File: config.mk
export PLATFORM = sky130hd
export DESIGN_NAME = nfa_seq
export DESIGN_NICKNAME = d
export VERILOG_FILES = /design/src/nfa_pkg.sv /design/src/nfa_seq.sv
export SDC_FILE = /design/constraint.sdc
export NUM_CORES = 1
export LEC_CHECK = 0
export CORE_ASPECT_RATIO = 1.5
export CORE_UTILIZATION = 55
export CTS_CLUSTER_DIAMETER = 120
export DETAILED_ROUTE_END_ITERATION = 12
export DONT_BUFFER_PORTS = 1
export PLACE_DENSITY = 0.7
export SLEW_MARGIN = 25
export SYNTH_ARGS = -nofsm -noshare
export SYNTH_HDL_FRONTEND = slang
export SYNTH_SLANG_ARGS = --single-unit
File: constraint.sdc
create_clock -name i_clk -period 4.7 [get_ports i_clk]
set_input_delay 0.47 -clock i_clk [delete_from_list [all_inputs] [get_ports i_clk]]
set_output_delay 0.47 -clock i_clk [all_outputs]
set_load 0.005 [all_outputs]
File: src/nfa_pkg.sv
// shared types, constants and sequencer states of the next-fit allocator
`timescale 1ns / 1ps
`default_nettype none
package nfa_pkg;

    localparam int ARENA_UNITS = 4096;
    localparam int UNIT_BYTES  = 8;
    localparam int ADDR_W      = $clog2(ARENA_UNITS);
    localparam int SIZE_W      = ADDR_W + 1;
    localparam int SUM_W       = SIZE_W + 1;
    localparam int BYTES_W     = 15;
    localparam int UNIT_SHIFT  = $clog2(UNIT_BYTES);
    localparam int STEP_W      = ADDR_W + 1;

    typedef logic [ADDR_W-1:0] t_addr;
    typedef logic [SIZE_W-1:0] t_size;

    localparam t_size ARENA_SIZE = t_size'(ARENA_UNITS);
    localparam logic [STEP_W-1:0] STEP_MAX = STEP_W'(ARENA_UNITS);

    localparam logic OP_ALLOC = 1'b0;
    localparam logic OP_FREE  = 1'b1;

    typedef enum logic [3:0] {
        ST_IDLE,
        ST_A_HEAD,
        ST_A_SCAN,
        ST_A_TAIL,
        ST_F_SCAN,
        ST_F_RDBP,
        ST_F_RDNX,
        ST_F_RDP,
        ST_F_LOWER,
        ST_DONE
    } t_state;

    typedef struct packed {
        logic  we;
        t_addr waddr;
        t_addr wdata;
        t_addr raddr;
    } t_link_req;

    typedef struct packed {
        logic  we;
        t_addr waddr;
        t_size wdata;
        t_addr raddr;
    } t_size_req;

    // saturating size add, clipped at the arena size
    function automatic t_size sat_add(t_size a, t_size b);
        logic [SUM_W-1:0] s;
        s = {1'b0, a} + {1'b0, b};
        return (s > SUM_W'(ARENA_UNITS)) ? ARENA_SIZE : s[SIZE_W-1:0];
    endfunction

endpackage
`default_nettype wire

File: src/nfa_seq.sv
// list walk sequencer: one header read and one compare step per cycle
`timescale 1ns / 1ps
`default_nettype none
module nfa_seq import nfa_pkg::*; (
    input  wire logic               i_clk,
    input  wire logic               i_rst_n,
    input  wire logic               i_start,
    input  wire logic               i_op,
    input  wire logic [BYTES_W-1:0] i_bytes,
    input  wire t_addr              i_free_addr,
    input  wire logic               i_take,
    output logic                    o_idle,
    output logic                    o_done,
    output t_addr                   o_addr,
    output logic                    o_fail,
    output t_link_req               o_link_req,
    output t_size_req               o_size_req,
    input  wire t_addr              i_link_rdata,
    input  wire t_size              i_size_rdata
);

    t_state r_state, n_state;
    t_addr  r_rover, n_rover;
    t_addr  r_prev, n_prev;
    t_addr  r_p, n_p;
    t_addr  r_q, n_q;
    t_addr  r_bp, n_bp;
    t_addr  r_nx, n_nx;
    t_size  r_need, n_need;
    t_size  r_szbp, n_szbp;
    t_size  r_sznx, n_sznx;
    t_size  r_szp, n_szp;
    t_size  r_newsz, n_newsz;
    t_addr  r_lnknx, n_lnknx;
    t_addr  r_newlnk, n_newlnk;
    t_addr  r_addr, n_addr;
    logic   r_fail, n_fail;
    logic   r_force, n_force;
    logic [STEP_W-1:0] r_steps, n_steps;

    // entry zero holds the whole arena until first written
    logic   r_l0_w, r_s0_w, r_lrd_rst, r_srd_rst;
    t_addr  lrd;
    t_size  srd;

    logic             fit, exact, brk, up_merge, lo_merge;
    t_size            cut;
    logic [SUM_W-1:0] up_sum, lo_sum;

    assign lrd = r_lrd_rst ? '0 : i_link_rdata;
    assign srd = r_srd_rst ? ARENA_SIZE : i_size_rdata;

    assign fit      = srd >= r_need;
    assign exact    = srd == r_need;
    assign cut      = srd - r_need;
    assign brk      = r_force || (r_bp > r_p && r_bp < lrd)
                      || (r_p >= lrd && (r_bp > r_p || r_bp < lrd));
    assign up_sum   = SUM_W'(r_bp) + SUM_W'(r_szbp);
    assign up_merge = up_sum == SUM_W'(r_nx);
    assign lo_sum   = SUM_W'(r_p) + SUM_W'(r_szp);
    assign lo_merge = lo_sum == SUM_W'(r_bp);

    // next state
    always_comb begin
        n_state = r_state;
        unique case (r_state)
            ST_IDLE:    if (i_start) n_state = (i_op == OP_FREE) ? ST_F_SCAN : ST_A_HEAD;
            ST_A_HEAD:  n_state = ST_A_SCAN;
            ST_A_SCAN: begin
                if (fit) begin
                    if (exact) n_state = ST_DONE;
                    else       n_state = ST_A_TAIL;
                end else if (r_p == r_rover || r_steps == STEP_MAX) begin
                    n_state = ST_DONE;
                end
            end
            ST_A_TAIL:  n_state = ST_DONE;
            ST_F_SCAN:  if (brk) n_state = ST_F_RDBP;
            ST_F_RDBP:  n_state = ST_F_RDNX;
            ST_F_RDNX:  n_state = ST_F_RDP;
            ST_F_RDP:   n_state = ST_F_LOWER;
            ST_F_LOWER: n_state = ST_DONE;
            ST_DONE:    if (i_take) n_state = ST_IDLE;
            default:    n_state = ST_IDLE;
        endcase
    end

    // datapath and memory requests
    always_comb begin
        n_rover  = r_rover;
        n_prev   = r_prev;
        n_p      = r_p;
        n_q      = r_q;
        n_bp     = r_bp;
        n_nx     = r_nx;
        n_need   = r_need;
        n_szbp   = r_szbp;
        n_sznx   = r_sznx;
        n_szp    = r_szp;
        n_newsz  = r_newsz;
        n_lnknx  = r_lnknx;
        n_newlnk = r_newlnk;
        n_addr   = r_addr;
        n_fail   = r_fail;
        n_force  = r_force;
        n_steps  = r_steps;
        o_link_req = '{we: 1'b0, waddr: r_p, wdata: r_nx, raddr: r_p};
        o_size_req = '{we: 1'b0, waddr: r_p, wdata: r_need, raddr: r_p};
        unique case (r_state)
            ST_IDLE: begin
                o_link_req.raddr = r_rover;
                n_prev  = r_rover;
                n_p     = r_rover;
                n_steps = '0;
                n_force = 1'b0;
                n_addr  = '0;
                n_fail  = 1'b0;
                n_need  = t_size'(({1'b0, i_bytes} + 16'(UNIT_BYTES - 1)) >> UNIT_SHIFT) + 1'b1;
                n_bp    = i_free_addr - 1'b1;
            end
            ST_A_HEAD: begin
                n_p = lrd;
                o_link_req.raddr = lrd;
                o_size_req.raddr = lrd;
            end
            ST_A_SCAN: begin
                if (fit) begin
                    if (exact) begin
                        if (lrd == r_p) begin
                            n_fail = 1'b1;
                        end else begin
                            o_link_req.we    = 1'b1;
                            o_link_req.waddr = r_prev;
                            o_link_req.wdata = lrd;
                            n_addr  = r_p + 1'b1;
                            n_rover = r_prev;
                        end
                    end else begin
                        o_size_req.we    = 1'b1;
                        o_size_req.waddr = r_p;
                        o_size_req.wdata = cut;
                        n_q     = r_p + cut[ADDR_W-1:0];
                        n_addr  = r_p + cut[ADDR_W-1:0] + 1'b1;
                        n_rover = r_prev;
                    end
                end else if (r_p == r_rover || r_steps == STEP_MAX) begin
                    n_fail = 1'b1;
                end else begin
                    n_steps = r_steps + 1'b1;
                    n_prev  = r_p;
                    n_p     = lrd;
                    o_link_req.raddr = lrd;
                    o_size_req.raddr = lrd;
                end
            end
            ST_A_TAIL: begin
                o_size_req.we    = 1'b1;
                o_size_req.waddr = r_q;
                o_size_req.wdata = r_need;
            end
            ST_F_SCAN: begin
                if (brk) begin
                    n_nx = lrd;
                    o_size_req.raddr = r_bp;
                    o_link_req.raddr = lrd;
                end else begin
                    if (r_steps == STEP_MAX) n_force = 1'b1;
                    n_steps = r_steps + 1'b1;
                    n_p     = lrd;
                    o_link_req.raddr = lrd;
                end
            end
            ST_F_RDBP: begin
                n_szbp  = srd;
                n_lnknx = lrd;
                o_size_req.raddr = r_nx;
            end
            ST_F_RDNX: begin
                n_sznx = srd;
                o_size_req.raddr = r_p;
            end
            ST_F_RDP: begin
                n_newsz  = up_merge ? sat_add(r_szbp, r_sznx) : r_szbp;
                n_newlnk = up_merge ? r_lnknx : r_nx;
                n_szp    = (r_p == r_bp) ? n_newsz : srd;
                o_link_req.we    = 1'b1;
                o_link_req.waddr = r_bp;
                o_link_req.wdata = n_newlnk;
                o_size_req.we    = 1'b1;
                o_size_req.waddr = r_bp;
                o_size_req.wdata = n_newsz;
            end
            ST_F_LOWER: begin
                o_link_req.we    = 1'b1;
                o_link_req.waddr = r_p;
                o_link_req.wdata = lo_merge ? r_newlnk : r_bp;
                o_size_req.we    = lo_merge;
                o_size_req.waddr = r_p;
                o_size_req.wdata = sat_add(r_szp, r_newsz);
                n_rover = r_p;
            end
            ST_DONE: begin
            end
            default: begin
            end
        endcase
    end

    // outputs
    always_comb begin
        o_idle = r_state == ST_IDLE;
        o_done = r_state == ST_DONE;
        o_addr = r_addr;
        o_fail = r_fail;
    end

    always_ff @(posedge i_clk) begin
        if (!i_rst_n) begin
            r_state   <= ST_IDLE;
            r_rover   <= '0;
            r_l0_w    <= 1'b0;
            r_s0_w    <= 1'b0;
            r_lrd_rst <= 1'b0;
            r_srd_rst <= 1'b0;
        end else begin
            r_state   <= n_state;
            r_rover   <= n_rover;
            r_lrd_rst <= (o_link_req.raddr == '0) && !r_l0_w;
            r_srd_rst <= (o_size_req.raddr == '0) && !r_s0_w;
            if (o_link_req.we && o_link_req.waddr == '0) r_l0_w <= 1'b1;
            if (o_size_req.we && o_size_req.waddr == '0) r_s0_w <= 1'b1;
        end
    end

    always_ff @(posedge i_clk) begin
        r_prev   <= n_prev;
        r_p      <= n_p;
        r_q      <= n_q;
        r_bp     <= n_bp;
        r_nx     <= n_nx;
        r_need   <= n_need;
        r_szbp   <= n_szbp;
        r_sznx   <= n_sznx;
        r_szp    <= n_szp;
        r_newsz  <= n_newsz;
        r_lnknx  <= n_lnknx;
        r_newlnk <= n_newlnk;
        r_addr   <= n_addr;
        r_fail   <= n_fail;
        r_force  <= n_force;
        r_steps  <= n_steps;
    end

endmodule
`default_nettype wire

* Word level (Yosys, flattened, before mapping)
Index checks and enable logic that the tools add are counted.
** Storage, ports and cells
- Flip-flop bits (word level) :: 196
- Output and inout bits :: 90
- Word-level logic and storage cells :: 156
** Cells by class
- $add $sub $neg :: 12
- $lt $le $gt $ge :: 6
- Equality and inequality tests :: 28
- Muxes and demuxes :: 53
- Bitwise logic cells :: 1
- Reduce and logical (&&, ||, !) cells :: 34
** Operators with widths (count)
- two-way mux 12 bit :: 15
- two-way mux 13 bit :: 8
- one-hot mux 26 bit (4 select lines) :: 1
- one-hot mux 12 bit (4 select lines) :: 2
- two-way mux 25 bit :: 3
- one-hot mux 25 bit (3 select lines) :: 1
- one-hot mux 12 bit (2 select lines) :: 3
- two-way mux 26 bit :: 2
- zero test 12 bit :: 4
- one-hot mux 13 bit (3 select lines) :: 1
- == test 12 bit :: 3
- one-hot mux 12 bit (3 select lines) :: 1
- one-hot mux 4 bit (9 select lines) :: 1
- adder 12 x 13 -> 14 bit :: 2
- adder 13 x 13 -> 14 bit :: 2
- == test 14 x 12 -> 1 bit :: 2
- > comparator 14 x 13 -> 1 bit (second input constant) :: 2
- adder 13 x 1 -> 13 bit (second input constant) :: 2
- adder 12 x 1 -> 12 bit (second input constant) :: 2
- two-way mux 4 bit :: 6
- adder 15 x 3 -> 16 bit (second input constant) :: 1
- == test 4 x 3 -> 1 bit (second input constant) :: 4
- != test 2 bit (second input constant) :: 8
- AND reduction 3 bit :: 5
- 27 further kinds :: 53

* Depth between registers and ports, before layout
- Word-level depth :: 9
- Depth in mapped cells :: 20

* Least setup slack after synthesis
OpenSTA, ideal clock, no wires.
- Path kind :: reg-to-reg
- Start :: reg r_srd_rst
- End :: reg r_addr[11] (netlist: o_addr[11]), data pin
- Library setup time :: 0.266 ns
- Data arrival time :: 4.019 ns
- Required time :: 4.434 ns
- Path slack :: 0.415 ns
- Stages on the path, launching flop included :: 19
- Period minus slack after synthesis :: 4.285 ns
- Path through :: dfxtp_1 > clkbuf_1 > nand2b_1 > inv_1 > ha_1 > nor2b_1 > o31ai_1 > a21oi_1 > xor2_1 > ha_1 > o21a_1 > a21boi_0 > nor2_1 > xor2_1 > o41a_1 > a2111oi_0 > nand3_1 > xnor2_1 > nor2_1
** On the way
- Word-level cells in the longest chain between the ends :: 7
- Elaborated cells between the ends (all ways) :: 8
** Ends and longest elaborated chain
- from (decl) :: line nfa_seq.sv:42 : logic r_l0_w, r_s0_w, r_lrd_rst, r_srd_rst;
- from (signal assigned) :: line nfa_seq.sv:229 : r_srd_rst <= (o_size_req.raddr == '0) && !r_s0_w;
- two-way mux 13 bit (*) :: line nfa_seq.sv:51 : assign srd = r_srd_rst ? ARENA_SIZE : i_size_rdata;
- net srd[1] :: line nfa_seq.sv:44 : t_size srd;
- subtractor 13 bit :: line nfa_seq.sv:55 : assign cut = srd - r_need;
- adder 12 bit :: line nfa_seq.sv:143 : n_addr = r_p + cut[ADDR_W-1:0] + 1'b1;
- adder 12 x 1 -> 12 bit :: line nfa_seq.sv:143
- two-way mux 12 bit (*) :: line nfa_seq.sv:128 : if (exact) begin
- two-way mux 12 bit (*) :: line nfa_seq.sv:127 : if (fit) begin
- one-hot mux 12 bit (2 select lines) (*) :: line nfa_seq.sv:109 : unique case (r_state)
- to (signal assigned) :: line nfa_seq.sv:248 : r_addr <= n_addr;
- to (decl) :: line nfa_seq.sv:36 : t_addr r_addr, n_addr;
The timed path passes the listed nets; every way through them passes the cells marked *. The select of a mux whose other input is x is not followed.
A chain may end at the register's enable or synchronous reset.

==> flow_metrics.env <==
export IMPL_p_sw_mw=7.254
export IMPL_wl_per_cell_um=27.69
export IMPL_max_stage_delay_ns=0.59
export IMPL_globalRouteMet2Util_pct=64.87
export IMPL_p_leak_nw=7.118
export IMPL_gr_total_overflow=0
export IMPL_path_buf_inv=1
export IMPL_min_period_ns=4.618
export IMPL_drv_slew=0
export IMPL_path_max_fanout=10
export IMPL_worst_setup_path_end_kind="primary output"
export IMPL_grt_max_degree=43
export IMPL_ctsHoldBuffers=0
export IMPL_use_met1_pct=46.66
export IMPL_place_hpwl_um=44840
export IMPL_critPathRequiredTime_ns=4.23
export IMPL_cts_tree="yes"
export IMPL_cts_root_buffer="clkbuf_16"
export IMPL_status="complete, but fails checks"
export IMPL_synth_area_leaders="edfxtp_1 34%, ha_1 9.3%, xnor2_1 3.8%"
export IMPL_cts_made_buffers=17
export IMPL_syn_num_nets=1855
export IMPL_fin_setup_tns_ns=0
export IMPL_ys_warn_count=0
export IMPL_cp_top_family="compound AO/OA/AOI/OAI gates"
export IMPL_yosysMostFrequentCell="edfxtp_1"
export IMPL_use_met3_pct=8.973
export IMPL_grt_use_total_pct=40.61
export IMPL_worstMarginPinSlew_ns=0.9945
export IMPL_fp_row_count=75
export IMPL_drtIter0Drc=1555
export IMPL_hold_viol=0
export IMPL_synth_avg_cell_area_um2=9.253
export IMPL_placed_cells=2055
export IMPL_clock_latency_ns=0.48
export IMPL_power_internal_mw=7.123
export IMPL_worst_clock_skew_ns=0.01436
export IMPL_portBuffers=0
export IMPL_cts_buffer_depth=2
export IMPL_power_frac_seq_pct=22.9
export IMPL_synth_top_cell_area_share_pct=34.06
export IMPL_start_util_pct=55.68
export IMPL_grt_pass1_wl_um=85810
export IMPL_swShare_pct=50.46
export IMPL_busiest_layer="met2"
export IMPL_crit_arrival_ns=4.15
export IMPL_nNetsFinal=1930
export IMPL_worstSetupPathType="flip-flop to primary output"
export IMPL_grt_pass1_vias=13967
export IMPL_antenna_found_initial=3
export IMPL_syn_area_um2=15520
export IMPL_syn_to_final_growth_pct=12.86
export IMPL_htreeDepth=4
export IMPL_final_antenna_net_count=0
export IMPL_synthFlopType="edfxtp_1"
export IMPL_synth_top_cells_by_count="176 x edfxtp_1, 131 x nand2_1, 130 x nor2_1"
export IMPL_p_per_area_nw_per_um2=820.9
export IMPL_fin_crit_sh_pct=98.25
export IMPL_synth_seq_cells=196
export IMPL_synth_seq_area_share_pct=36.64
export IMPL_place_area_um2=16510
export IMPL_finalWirelength_um=58480
export IMPL_cp_cell_sequence="nand2b_1, ha_1, a21oi_1, o22ai_1, o311ai_1, a31o_2, maj3_1, o21ai_1, inv_2, a222oi_1, o21ai_0"
export IMPL_clock_power_share_pct=10.6
export IMPL_hold_class="input port to flip-flop"
export IMPL_drive_above_1_share_pct=14.90
export IMPL_violations="DRC"
export IMPL_fin_util_pct=62.84
export IMPL_drc=3
export IMPL_fill_cells=2400
export IMPL_synth_cells=1677
export IMPL_max_freq_ghz=0.2166
export IMPL_clk_transition_reported_paths_ns=0.08
export IMPL_top_level_ports=147
export IMPL_setup_viol=0
export IMPL_die_w_um=139.1
export IMPL_synth_largest_area_cell="edfxtp_1"
export IMPL_cp_slowest_cell="dfxtp_1"
export IMPL_fin_cells=2112
export IMPL_fin_area_um2=17510
export IMPL_ir_worst_vdd_mv=0.4607
export IMPL_synth_edff_count=176
export IMPL_core_area_um2=27870
export IMPL_die_h_um=207.7
export IMPL_clock_sinks=196
export IMPL_synth_async_sr_flop_share_pct=0
export IMPL_slew_headroom_pct=33.34
export IMPL_vias=14388
export IMPL_viasPerCell=6.813
export IMPL_gp_congestion=1.020
export IMPL_firstDrtPassIters=12
export IMPL_combinationalPowerShare_pct=66.4
export IMPL_start_kind="flip-flop"
export IMPL_dieArea_um2=28900
export IMPL_ys_types=75
export IMPL_cap_viol_max_count=0
worst reg2reg max path, stage by stage, from the launching register on:
cell      delay (ns)
dfxtp_1         0.59
nand2b_1        0.43
ha_1            0.22
a21oi_1         0.07
o22ai_1         0.19
o311ai_1        0.15
a31o_2          0.28
maj3_1          0.51
o21ai_1         0.25
inv_2           0.16
a222oi_1        0.48
buf_4           0.19
and4b_1         0.19
nand4b_1        0.10
nor4_1          0.34
buf_4           0.24
path summary, 6_finish.rpt:
kind         cells after the start  slack, ns                  from              endpoint
max reg2reg                     15       0.25  r_lrd_rst$_SDFF_PN0_  r_srd_rst$_SDFF_PN0_
max                             11       0.08  r_lrd_rst$_SDFF_PN0_         o_size_req[7]
min reg2reg                      1       0.49   r_l0_w$_SDFFE_PN0P_   r_l0_w$_SDFFE_PN0P_
min                              2       0.12               i_rst_n   r_s0_w$_SDFFE_PN0P_
metal layers:
metal	routed length [um]	vias to the layer above
met5	26	-
met4	5227	4
met3	5258	264
met2	27230	819
met1	20740	6906
li1	-	6395
placed cells by master, fill, tap and decap left out, types with 18 or more instances in the layout:
master	netlist	final
xor2_1	62	62
nor2_1	130	127
inv_1	97	94
a22oi_1	19	19
nand3_1	45	44
buf_4	0	131
ha_1	115	110
nor3_1	29	26
mux2i_1	46	46
xnor2_1	68	68
o21ai_0	104	103
a221o_1	23	23
nand2b_1	24	24
a222oi_1	19	19
a21o_1	26	26
dfxtp_1	20	20
mux2_2	27	27
a21oi_1	115	111
edfxtp_1	176	176
nor2b_1	34	26
nand4_1	18	18
nand2_1	131	130
logic make-up (layout without fill, tap and decap cells):
logic type      count (synthesis)  in the layout  synth area share [%]
buf+inv                       178            266                 4.451
mux                            73             73                 4.927
simple gates                  516            516                 16.50
xor+xnor                      130            130                 7.338
flops                         196            196                 36.64
fa+ha+maj                     124            124                 10.24
other cells                     0              1                     0
compound gates                460            460                 19.91
state kept, by name, summed over array words and instances, names as in the netlist:
name,flops
r_newlnk,12
r_newsz,13
o_fail,1
r_prev,12
r_szp,13
r_bp,12
r_force,1
r_l0_w,1
r_nx,12
r_s0_w,1
r_sznx,13
r_q,12
r_need,13
r_lrd_rst,1
r_szbp,13
r_srd_rst,1
r_lnknx,12
r_steps,13
r_rover,12
r_state,4
r_p,12
o_addr,12
per-stage QoR:
stage / power (mW) / hold slack, ns / worst slack [ns]
4_1_cts: 13.94 / 0.09117 / 0.001597
6_report: 14.38 / 0.1175 / 0.08238
5_1_grt: 15.15 / 0.1142 / -0.05181
3_5_place_dp: 12.32 / 0.4668 / 0.08648
2_1_floorplan: 9.045 / 0.4183 / 0.4154
3_3_place_gp: 12.21 / 0.4529 / 0.1878
power by group through the flow:
| stage | sequential, mW | combinational, mW | clock, mW |
|---|---|---|---|
| 3_5_place_dp | 3.32 | 9.00 | 0 |
| 2_1_floorplan | 3.08 | 5.96 | 0 |
| 5_1_grt | 3.32 | 10.2 | 1.59 |
| 3_3_place_gp | 3.31 | 8.90 | 0 |
| 4_1_cts | 3.28 | 9.12 | 1.54 |
| 6_report | 3.30 | 9.55 | 1.53 |
area by class of cell:
type	instances	area, um^2	area share, %
diodes	1	2.502	0.01429
flip-flops and latches	196	5685	32.46
clock buffers	20	466.7	2.665
inverters	98	367.9	2.100
repair buffers	136	1052	6.008
well taps	346	432.9	2.472
clock inverters	12	135.1	0.7716
multi-input cells	1303	9370	53.50
repair_timing:
action,CTS,global route
buffers inserted,8,16
pin swaps,4,7
gates resized for setup,15,41
endpoints found under the setup margin,25,57
endpoints found under the hold margin,0,0
No activity file was read; power rests on OpenSTA's default activity.
